==> src/oaids_pkg.sv <==
// Shared widths, operation codes and status codes for the ordered array block.
package oaids_pkg;

    localparam int CAPACITY_DEF = 16;

    localparam int OP_W   = 3;
    localparam int POS_W  = 5;
    localparam int VAL_W  = 32;
    localparam int ST_W   = 3;
    localparam int IDX_W  = 4;
    localparam int TDATA_W = 40;

    typedef logic [OP_W-1:0]  t_op;
    typedef logic [ST_W-1:0]  t_status;
    typedef logic [VAL_W-1:0] t_word;

    localparam t_op OP_CLEAR   = 3'd0;
    localparam t_op OP_APPEND  = 3'd1;
    localparam t_op OP_READOUT = 3'd2;
    localparam t_op OP_INSERT  = 3'd3;
    localparam t_op OP_DELETE  = 3'd4;
    localparam t_op OP_SEARCH  = 3'd5;

    localparam t_status ST_OK       = 3'd0;
    localparam t_status ST_FULL     = 3'd1;
    localparam t_status ST_EMPTY    = 3'd2;
    localparam t_status ST_BADPOS   = 3'd3;
    localparam t_status ST_NOTFOUND = 3'd4;

endpackage

==> src/ordered_array_insert_delete_search.sv <==
// Top level: bounded ordered word list with insert, delete, search and read-out.
//
//  port group   dir   tdata (low bit up)              tuser        tlast
//  s_axis       in    position[4:0], value[36:5]      operation    -
//  m_axis       out   index[3:0], data[35:4]          status       last of request
//
//  Clear, append and rejected requests go straight to the result register.
//  Insert shifts the entries from position upward up by one, then writes the value;
//  delete shifts later entries down by one. Search compares in order; read-out emits each.
//  Each step reads the single-port-read entry RAM, then writes, compares or emits.
//  Reset is synchronous, active low; it empties the list. A stalled m_axis holds the
//  sequencer at its emit step; a new request is taken only while the sequencer is idle.
module ordered_array_insert_delete_search #(
    parameter int CAPACITY = oaids_pkg::CAPACITY_DEF
) (
    input  logic                         i_clk,
    input  logic                         i_rst_n,
    input  logic                         s_axis_tvalid,
    output logic                         s_axis_tready,
    input  logic [oaids_pkg::TDATA_W-1:0] s_axis_tdata,  // position[4:0], value[36:5]
    input  logic [oaids_pkg::OP_W-1:0]   s_axis_tuser,  // operation[2:0]
    output logic                         m_axis_tvalid,
    input  logic                         m_axis_tready,
    output logic [oaids_pkg::TDATA_W-1:0] m_axis_tdata,  // index[3:0], data[35:4]
    output logic [oaids_pkg::ST_W-1:0]   m_axis_tuser,  // status[2:0]
    output logic                         m_axis_tlast
);
    import oaids_pkg::*;

    localparam int AW = (CAPACITY > 1) ? $clog2(CAPACITY) : 1;
    localparam int CW = $clog2(CAPACITY + 1);
    localparam int PW = (CW > POS_W) ? CW : POS_W;

    localparam logic [3:0] S_IDLE   = 4'd0;
    localparam logic [3:0] S_RESP   = 4'd1;
    localparam logic [3:0] S_RD_REQ = 4'd2;
    localparam logic [3:0] S_RD_OUT = 4'd3;
    localparam logic [3:0] S_INS_RD = 4'd4;
    localparam logic [3:0] S_INS_WR = 4'd5;
    localparam logic [3:0] S_DEL_RD = 4'd6;
    localparam logic [3:0] S_DEL_WR = 4'd7;
    localparam logic [3:0] S_SR_RD  = 4'd8;
    localparam logic [3:0] S_SR_CMP = 4'd9;

    logic [3:0]       r_state, n_state;
    logic [CW-1:0]    r_count, n_count;
    logic [CW-1:0]    r_idx, n_idx;
    logic [AW-1:0]    r_pos, n_pos;
    t_word            r_val, n_val;
    t_status          r_res_status, n_res_status;
    logic [IDX_W-1:0] r_res_index, n_res_index;

    logic             r_out_valid, n_out_valid;
    t_status          r_out_status, n_out_status;
    logic [IDX_W-1:0] r_out_index, n_out_index;
    t_word            r_out_data, n_out_data;
    logic             r_out_last, n_out_last;

    logic             ram_we, ram_re;
    logic [AW-1:0]    ram_waddr, ram_raddr;
    t_word            ram_wdata, ram_rdata;

    logic             w_accept, w_can_load, w_full;
    t_op              w_op;
    logic [PW-1:0]    w_pos, w_cnt;
    t_word            w_val;

    oaids_ram #(
        .WIDTH (VAL_W),
        .DEPTH (CAPACITY)
    ) u_ram (
        .i_clk   (i_clk),
        .i_we    (ram_we),
        .i_waddr (ram_waddr),
        .i_wdata (ram_wdata),
        .i_re    (ram_re),
        .i_raddr (ram_raddr),
        .o_rdata (ram_rdata)
    );

    assign s_axis_tready = (r_state == S_IDLE);
    assign w_accept      = s_axis_tvalid && s_axis_tready;
    assign w_op          = s_axis_tuser;
    assign w_pos         = PW'(s_axis_tdata[POS_W-1:0]);
    assign w_val         = s_axis_tdata[POS_W +: VAL_W];
    assign w_cnt         = PW'(r_count);
    assign w_full        = (r_count == CW'(CAPACITY));
    assign w_can_load    = !r_out_valid || m_axis_tready;

    always_comb begin
        n_state      = r_state;
        n_count      = r_count;
        n_idx        = r_idx;
        n_pos        = r_pos;
        n_val        = r_val;
        n_res_status = r_res_status;
        n_res_index  = r_res_index;
        n_out_valid  = r_out_valid && !m_axis_tready;
        n_out_status = r_out_status;
        n_out_index  = r_out_index;
        n_out_data   = r_out_data;
        n_out_last   = r_out_last;
        ram_we       = 1'b0;
        ram_waddr    = r_idx[AW-1:0];
        ram_wdata    = ram_rdata;
        ram_re       = 1'b0;
        ram_raddr    = r_idx[AW-1:0];

        unique case (r_state)
            S_IDLE: begin
                if (w_accept) begin
                    n_val        = w_val;
                    n_pos        = w_pos[AW-1:0];
                    n_res_status = ST_OK;
                    n_res_index  = '0;
                    n_state      = S_RESP;
                    unique case (w_op)
                        OP_CLEAR: begin
                            n_count = '0;
                        end
                        OP_APPEND: begin
                            if (w_full) begin
                                n_res_status = ST_FULL;
                            end else begin
                                ram_we    = 1'b1;
                                ram_waddr = r_count[AW-1:0];
                                ram_wdata = w_val;
                                n_count   = CW'(r_count + 1'b1);
                            end
                        end
                        OP_READOUT: begin
                            if (r_count == '0) begin
                                n_res_status = ST_EMPTY;
                            end else begin
                                n_idx   = '0;
                                n_state = S_RD_REQ;
                            end
                        end
                        OP_INSERT: begin
                            if (w_full) begin
                                n_res_status = ST_FULL;
                            end else if (w_pos > w_cnt) begin
                                n_res_status = ST_BADPOS;
                            end else begin
                                n_idx   = r_count;
                                n_state = S_INS_RD;
                            end
                        end
                        OP_DELETE: begin
                            if (r_count == '0) begin
                                n_res_status = ST_EMPTY;
                            end else if (w_pos >= w_cnt) begin
                                n_res_status = ST_BADPOS;
                            end else begin
                                n_idx   = CW'(w_pos);
                                n_state = S_DEL_RD;
                            end
                        end
                        OP_SEARCH: begin
                            if (r_count == '0) begin
                                n_res_status = ST_EMPTY;
                            end else begin
                                n_idx   = '0;
                                n_state = S_SR_RD;
                            end
                        end
                        default: begin
                            // unused codes give no result
                            n_state = S_IDLE;
                        end
                    endcase
                end
            end
            S_RESP: begin
                if (w_can_load) begin
                    n_out_valid  = 1'b1;
                    n_out_status = r_res_status;
                    n_out_index  = r_res_index;
                    n_out_data   = '0;
                    n_out_last   = 1'b1;
                    n_state      = S_IDLE;
                end
            end
            S_RD_REQ: begin
                ram_re  = 1'b1;
                n_state = S_RD_OUT;
            end
            S_RD_OUT: begin
                if (w_can_load) begin
                    n_out_valid  = 1'b1;
                    n_out_status = ST_OK;
                    n_out_index  = IDX_W'(r_idx);
                    n_out_data   = ram_rdata;
                    n_out_last   = (CW'(r_idx + 1'b1) == r_count);
                    n_idx        = CW'(r_idx + 1'b1);
                    n_state      = n_out_last ? S_IDLE : S_RD_REQ;
                end
            end
            S_INS_RD: begin
                if (r_idx > CW'(r_pos)) begin
                    ram_re    = 1'b1;
                    ram_raddr = AW'(r_idx - 1'b1);
                    n_state   = S_INS_WR;
                end else begin
                    ram_we    = 1'b1;
                    ram_waddr = r_pos;
                    ram_wdata = r_val;
                    n_count   = CW'(r_count + 1'b1);
                    n_state   = S_RESP;
                end
            end
            S_INS_WR: begin
                // move entry idx-1 up into idx
                ram_we  = 1'b1;
                n_idx   = CW'(r_idx - 1'b1);
                n_state = S_INS_RD;
            end
            S_DEL_RD: begin
                if (CW'(r_idx + 1'b1) < r_count) begin
                    ram_re    = 1'b1;
                    ram_raddr = AW'(r_idx + 1'b1);
                    n_state   = S_DEL_WR;
                end else begin
                    n_count = CW'(r_count - 1'b1);
                    n_state = S_RESP;
                end
            end
            S_DEL_WR: begin
                ram_we  = 1'b1;
                n_idx   = CW'(r_idx + 1'b1);
                n_state = S_DEL_RD;
            end
            S_SR_RD: begin
                if (r_idx < r_count) begin
                    ram_re  = 1'b1;
                    n_state = S_SR_CMP;
                end else begin
                    n_res_status = ST_NOTFOUND;
                    n_state      = S_RESP;
                end
            end
            S_SR_CMP: begin
                if (ram_rdata == r_val) begin
                    n_res_index = IDX_W'(r_idx);
                    n_state     = S_RESP;
                end else begin
                    n_idx   = CW'(r_idx + 1'b1);
                    n_state = S_SR_RD;
                end
            end
            default: begin
                n_state = S_IDLE;
            end
        endcase
    end

    always_ff @(posedge i_clk) begin
        if (!i_rst_n) begin
            r_state     <= S_IDLE;
            r_count     <= '0;
            r_idx       <= '0;
            r_out_valid <= 1'b0;
        end else begin
            r_state     <= n_state;
            r_count     <= n_count;
            r_idx       <= n_idx;
            r_out_valid <= n_out_valid;
        end
    end

    always_ff @(posedge i_clk) begin
        r_pos        <= n_pos;
        r_val        <= n_val;
        r_res_status <= n_res_status;
        r_res_index  <= n_res_index;
        r_out_status <= n_out_status;
        r_out_index  <= n_out_index;
        r_out_data   <= n_out_data;
        r_out_last   <= n_out_last;
    end

    assign m_axis_tvalid = r_out_valid;
    assign m_axis_tdata  = TDATA_W'({r_out_data, r_out_index});
    assign m_axis_tuser  = r_out_status;
    assign m_axis_tlast  = r_out_last;

endmodule

==> src/oaids_ram.sv <==
// Generic single-write, single-read RAM with registered read data.
module oaids_ram #(
    parameter int WIDTH = 32,
    parameter int DEPTH = 16,
    parameter int AW    = (DEPTH > 1) ? $clog2(DEPTH) : 1
) (
    input  logic             i_clk,
    input  logic             i_we,
    input  logic [AW-1:0]    i_waddr,
    input  logic [WIDTH-1:0] i_wdata,
    input  logic             i_re,
    input  logic [AW-1:0]    i_raddr,
    output logic [WIDTH-1:0] o_rdata
);

    logic [WIDTH-1:0] r_mem [DEPTH];
    logic [WIDTH-1:0] r_rdata;

    always_ff @(posedge i_clk) begin
        if (i_we) begin
            r_mem[i_waddr] <= i_wdata;
        end
        if (i_re) begin
            r_rdata <= r_mem[i_raddr];
        end
    end

    assign o_rdata = r_rdata;

endmodule

==> config.mk <==
export PLATFORM = sky130hd
export DESIGN_NAME = ordered_array_insert_delete_search
export DESIGN_NICKNAME = d
export VERILOG_FILES = /design/src/oaids_pkg.sv /design/src/ordered_array_insert_delete_search.sv /design/src/oaids_ram.sv
export SDC_FILE = /design/constraint.sdc
export NUM_CORES = 1
export LEC_CHECK = 0
export BUFFER_PORTS_ARGS = -buffer_cell sky130_fd_sc_hd__buf_2
export CAP_MARGIN = 20
export CORE_MARGIN = 1
export CORE_UTILIZATION = 49
export CTS_CLUSTER_SIZE = 40
export DETAILED_ROUTE_END_ITERATION = 12
export GPL_ROUTABILITY_DRIVEN = 0
export MAX_ROUTING_LAYER = met4
export PLACE_DENSITY = 0.74
export SLEW_MARGIN = 20
export SYNTH_ARGS = -nofsm -noshare
export SYNTH_HDL_FRONTEND = slang
export SYNTH_SLANG_ARGS = --single-unit
export TNS_END_PERCENT = 1
==> constraint.sdc <==
create_clock -name i_clk -period 6 [get_ports i_clk]
set_input_delay 0.6 -clock i_clk [delete_from_list [all_inputs] [get_ports i_clk]]
set_output_delay 0.6 -clock i_clk [all_outputs]
set_load 0.01 [all_outputs]
==> metrics.md <==
| Metric | Value |
|---|---|
| First-pass GRT wire length | `102000 microns` |
| Worst Max-Slew Pin Slew | `1140 ps` |
| Largest net degree at the start of global routing | `115` |
| Fin. Hold Viols | `0` |
| Clock-pin slew on the worst setup and hold paths | `70 ps` |
| DR vias/cell | `6.39` |
| Period utilization | `81.7%` |
| Pwr/cell area | `305 mW/mm^2` |
| Drt initial violations | `2334` |
| DP Wirelength | `39300 microns` |
| Die area | `0.0554 sq mm` |
| Final Setup Violations | `0` |
| Worst Hold Class | `in -> reg` |
| Clock Skews | `15.7 ps` |
| Mux contribution to synthesized area | `3.77%` |
| Total gr overflow | `0` |
| Setup TNS | `0 ps` |
| Antenna diodes | `0` |
| Worst vdd ir | `233 uV` |
| Initial antenna violation count | `0` |
| Compound-gate portion of the synthesized area | `9.87%` |
| Via count | `16706` |
| Cells after synthesis | `1791` |
| Maxcap violations | `0` |
| Mapped Avg Cell Area | `14.9 sq um` |
| Post-Synth XOR/XNOR Area | `1.34%` |
| Status | `finished, final reports clean` |
| I/O pins | `93` |
| Skew-Pair Late Insertion Delay | `630 ps` |
| CTS Buf Count | `59` |
| Clock Root Buffer | `clkbuf_16` |
| Worst Path Max Fanout | `18` |
| Post-synth ARST share | `0%` |
| FF+latch count, synth | `642` |
| CP arrival | `5210 ps` |
| Post-CTS Setup Inserts | `0` |
| DIE HEIGHT | `235 microns` |
| RSZ-0062 raised after global routing | `false` |
| Post-route DRC | `0` |
| Post-synthesis sequential area ratio | `71.7%` |
| Total clock sinks | `642` |
| Worst slew margin | `23.8%` |
| Post-cts resize count | `0` |
| Fin. max-slew vios | `0` |
| Critical path type | `reg -> reg` |
| CTS tree | `built` |
| Core area | `0.0538 sq mm` |
| Cts hold-fix bufs | `0` |
| Via count of the first global-routing pass | `16413` |
| Detail Route Antenna Nets | `0` |
| Final Net Count | `1946` |
| Layout cells sized above 1 | `14.0%` |
| Tot GR Track Use | `25.4%` |
| CP endpoint kind | `flip-flop` |
| Synth warn | `0` |
| Die X | `235 microns` |
| Row Count | `85` |
| Pre-antenna DRT Iters | `7` |
| Largest family of logic cells by synthesized area | `compound AO/OA/AOI/OAI gates` |
| Data required time of the critical path | `6310 ps` |
| Pleak | `10.5 nW` |
| Startpoint types | `flip-flop` |
| PortBufs | `85` |
| Synth Cell Area | `0.0267 sq mm` |
| WL final | `69100 microns` |
| Post-synth cell types | `63` |
| Hold_ws | `154 ps` |
| Layout area overhead | `12.3%` |
| Avg WL per Cell | `26.4 microns` |
| Dominant register cell in the synthesized netlist | `edfxtp_1` |
| FMAX | `204 MHz` |
| Area share of and/or/nand/nor cells after synthesis | `9.34%` |
| Initial core utilization | `49.6%` |
| Post-Synth Adder-Cell Area | `1.13%` |
| Clock buffer depth | `3` |
| Clock period minus worst slack | `4900 ps` |
| Number of synthesized flops with an enable pin | `627` |
| H-tree Lvls | `2` |
## critical path, stage by stage (launching register included)
cell      delay, ps
dfxtp_1         540
inv_1           300
ha_1            280
o221a_2         330
o21a_1          190
o211ai_1        880
a222oi_1        310
nand4b_1        560
nor2_4          750
buf_4           420
## flip-flops by register name, indices dropped and copies added (netlist names), 3 cells and up
register       cells
r_res_status       3
r_state            4
r_out_data        32
m_axis_tuser       3
r_res_index        4
r_pos              4
r_val             32
r_count            5
u_ram.r_mem      512
u_ram.o_rdata     32
r_out_index        4
r_idx              5
## layout by cell type, fill, tap and decap left out, types with 36 or more instances in the layout
master     synthesis  final
buf_4              9     44
mux2i_1           96     96
a211oi_1          66     66
clkbuf_16          0     61
a32oi_1           94     94
and3_1           102    101
inv_1             51     50
nor2_1            60     43
xnor2_1           36     36
buf_2             30     85
edfxtp_1         627    627
nand2_1          214    212
## layout make-up
class,count,area (sq um)
Fill cell,4099,23900
Clock buffer,72,1580
Tap cell,696,871
Clock inverter,31,263
Multi-Input combinational cell,986,7020
Sequential cell,642,19100
Timing Repair Buffer,135,883
Inverter,51,193
## metal layers
layer / up-vias / part of all wire, % / wire length (microns) / track usage, %
met4: 0 / 3.0 / 2100 / 9.69
met5: - / 0 / 0 / -
met1: 8393 / 38 / 26500 / 32.2
met3: 151 / 9.1 / 6260 / 3.78
li1: 7213 / - / - / -
met2: 949 / 50 / 34200 / 41.7
## through the flow
| step | instances | worst slack [ps] | utilization, % | total power [W] | area [sq um] |
|---|---|---|---|---|---|
| 6_report | 2613 | 1100 | 55.6 | 0.00914 | 29900 |
| 5_1_grt | 2613 | 896 | 55.6 | 0.00936 | 29900 |
| 4_1_cts | 2612 | 1170 | 55.6 | 0.00916 | 29900 |
| 3_5_place_dp | 2509 | 1190 | 52.2 | 0.00561 | 28100 |
| 3_3_place_gp | 2509 | 1290 | 52.2 | 0.00559 | 28100 |
| 2_1_floorplan | 1794 | 969 | - | 0.00541 | 26700 |
## worst paths after layout
check / startpoint / end / slack [ps] / depth (start not counted)
worst max-delay path: r_idx[0]$_SDFFE_PN0P_ / u_ram.r_mem[8][16]$_DFFE_PP_ / 1100 / 9
worst max register to register: r_idx[0]$_SDFFE_PN0P_ / u_ram.r_mem[8][16]$_DFFE_PP_ / 1100 / 9
worst min-delay path: s_axis_tdata[30] / r_val[25]$_DFFE_PP_ / 150 / 1
worst min register to register: r_res_index[2]$_SDFFCE_PN0P_ / r_out_index[2]$_DFFE_PP_ / 550 / 1
## power by group
group,switching [W],leakage [nW],total [W],internal [W]
clock,0.00159,0.901,0.00362,0.00203
sequential,0.0000348,5.83,0.00500,0.00497
combinational,0.000351,3.77,0.000523,0.000173
## cells by family (layout without fill, tap and decap cells)
family	after synthesis	count (layout)
muxes	100	100
and+or+nand+nor	488	488
adders and majority gates	24	24
AOI/OAI and AO/OA	330	330
buffers and inverters	166	289
other	1	4
DFF	642	642
xor gates and xnor gates	40	40
## Yosys cell counts (all sizes together) (4+ instances only)
| cell type | n | area (sq um) |
|---|---|---|
| xnor2 | 36 | 315 |
| clkbuf | 64 | 240 |
| a21boi | 4 | 30.0 |
| buf | 51 | 315 |
| a222oi | 35 | 350 |
| a21oi | 24 | 120 |
| a22o | 6 | 53.8 |
| o21ai | 21 | 105 |
| a32oi | 94 | 823 |
| and4 | 33 | 289 |
| a22oi | 9 | 67.6 |
| xor2 | 4 | 42.6 |
| inv | 51 | 191 |
| a211oi | 66 | 495 |
| edfxtp | 627 | 18800 |
| nand3 | 9 | 45.0 |
| a2111oi | 4 | 53.8 |
| nor2 | 60 | 225 |
| dfxtp | 15 | 300 |
| nor4 | 5 | 31.3 |
| and3 | 102 | 638 |
| ha | 24 | 300 |
| nor3 | 12 | 96.4 |
| or3 | 4 | 25.0 |
| mux2 | 4 | 45.0 |
| and2 | 7 | 46.3 |
| o21bai | 33 | 248 |
| nor3b | 5 | 47.5 |
| mux2i | 96 | 961 |
| nand2 | 214 | 803 |
| a31oi | 4 | 25.0 |
| nor2b | 10 | 62.6 |
| nand4 | 11 | 68.8 |
| nand2b | 10 | 62.6 |
Note: power is estimated with default switching activity, not from simulation.
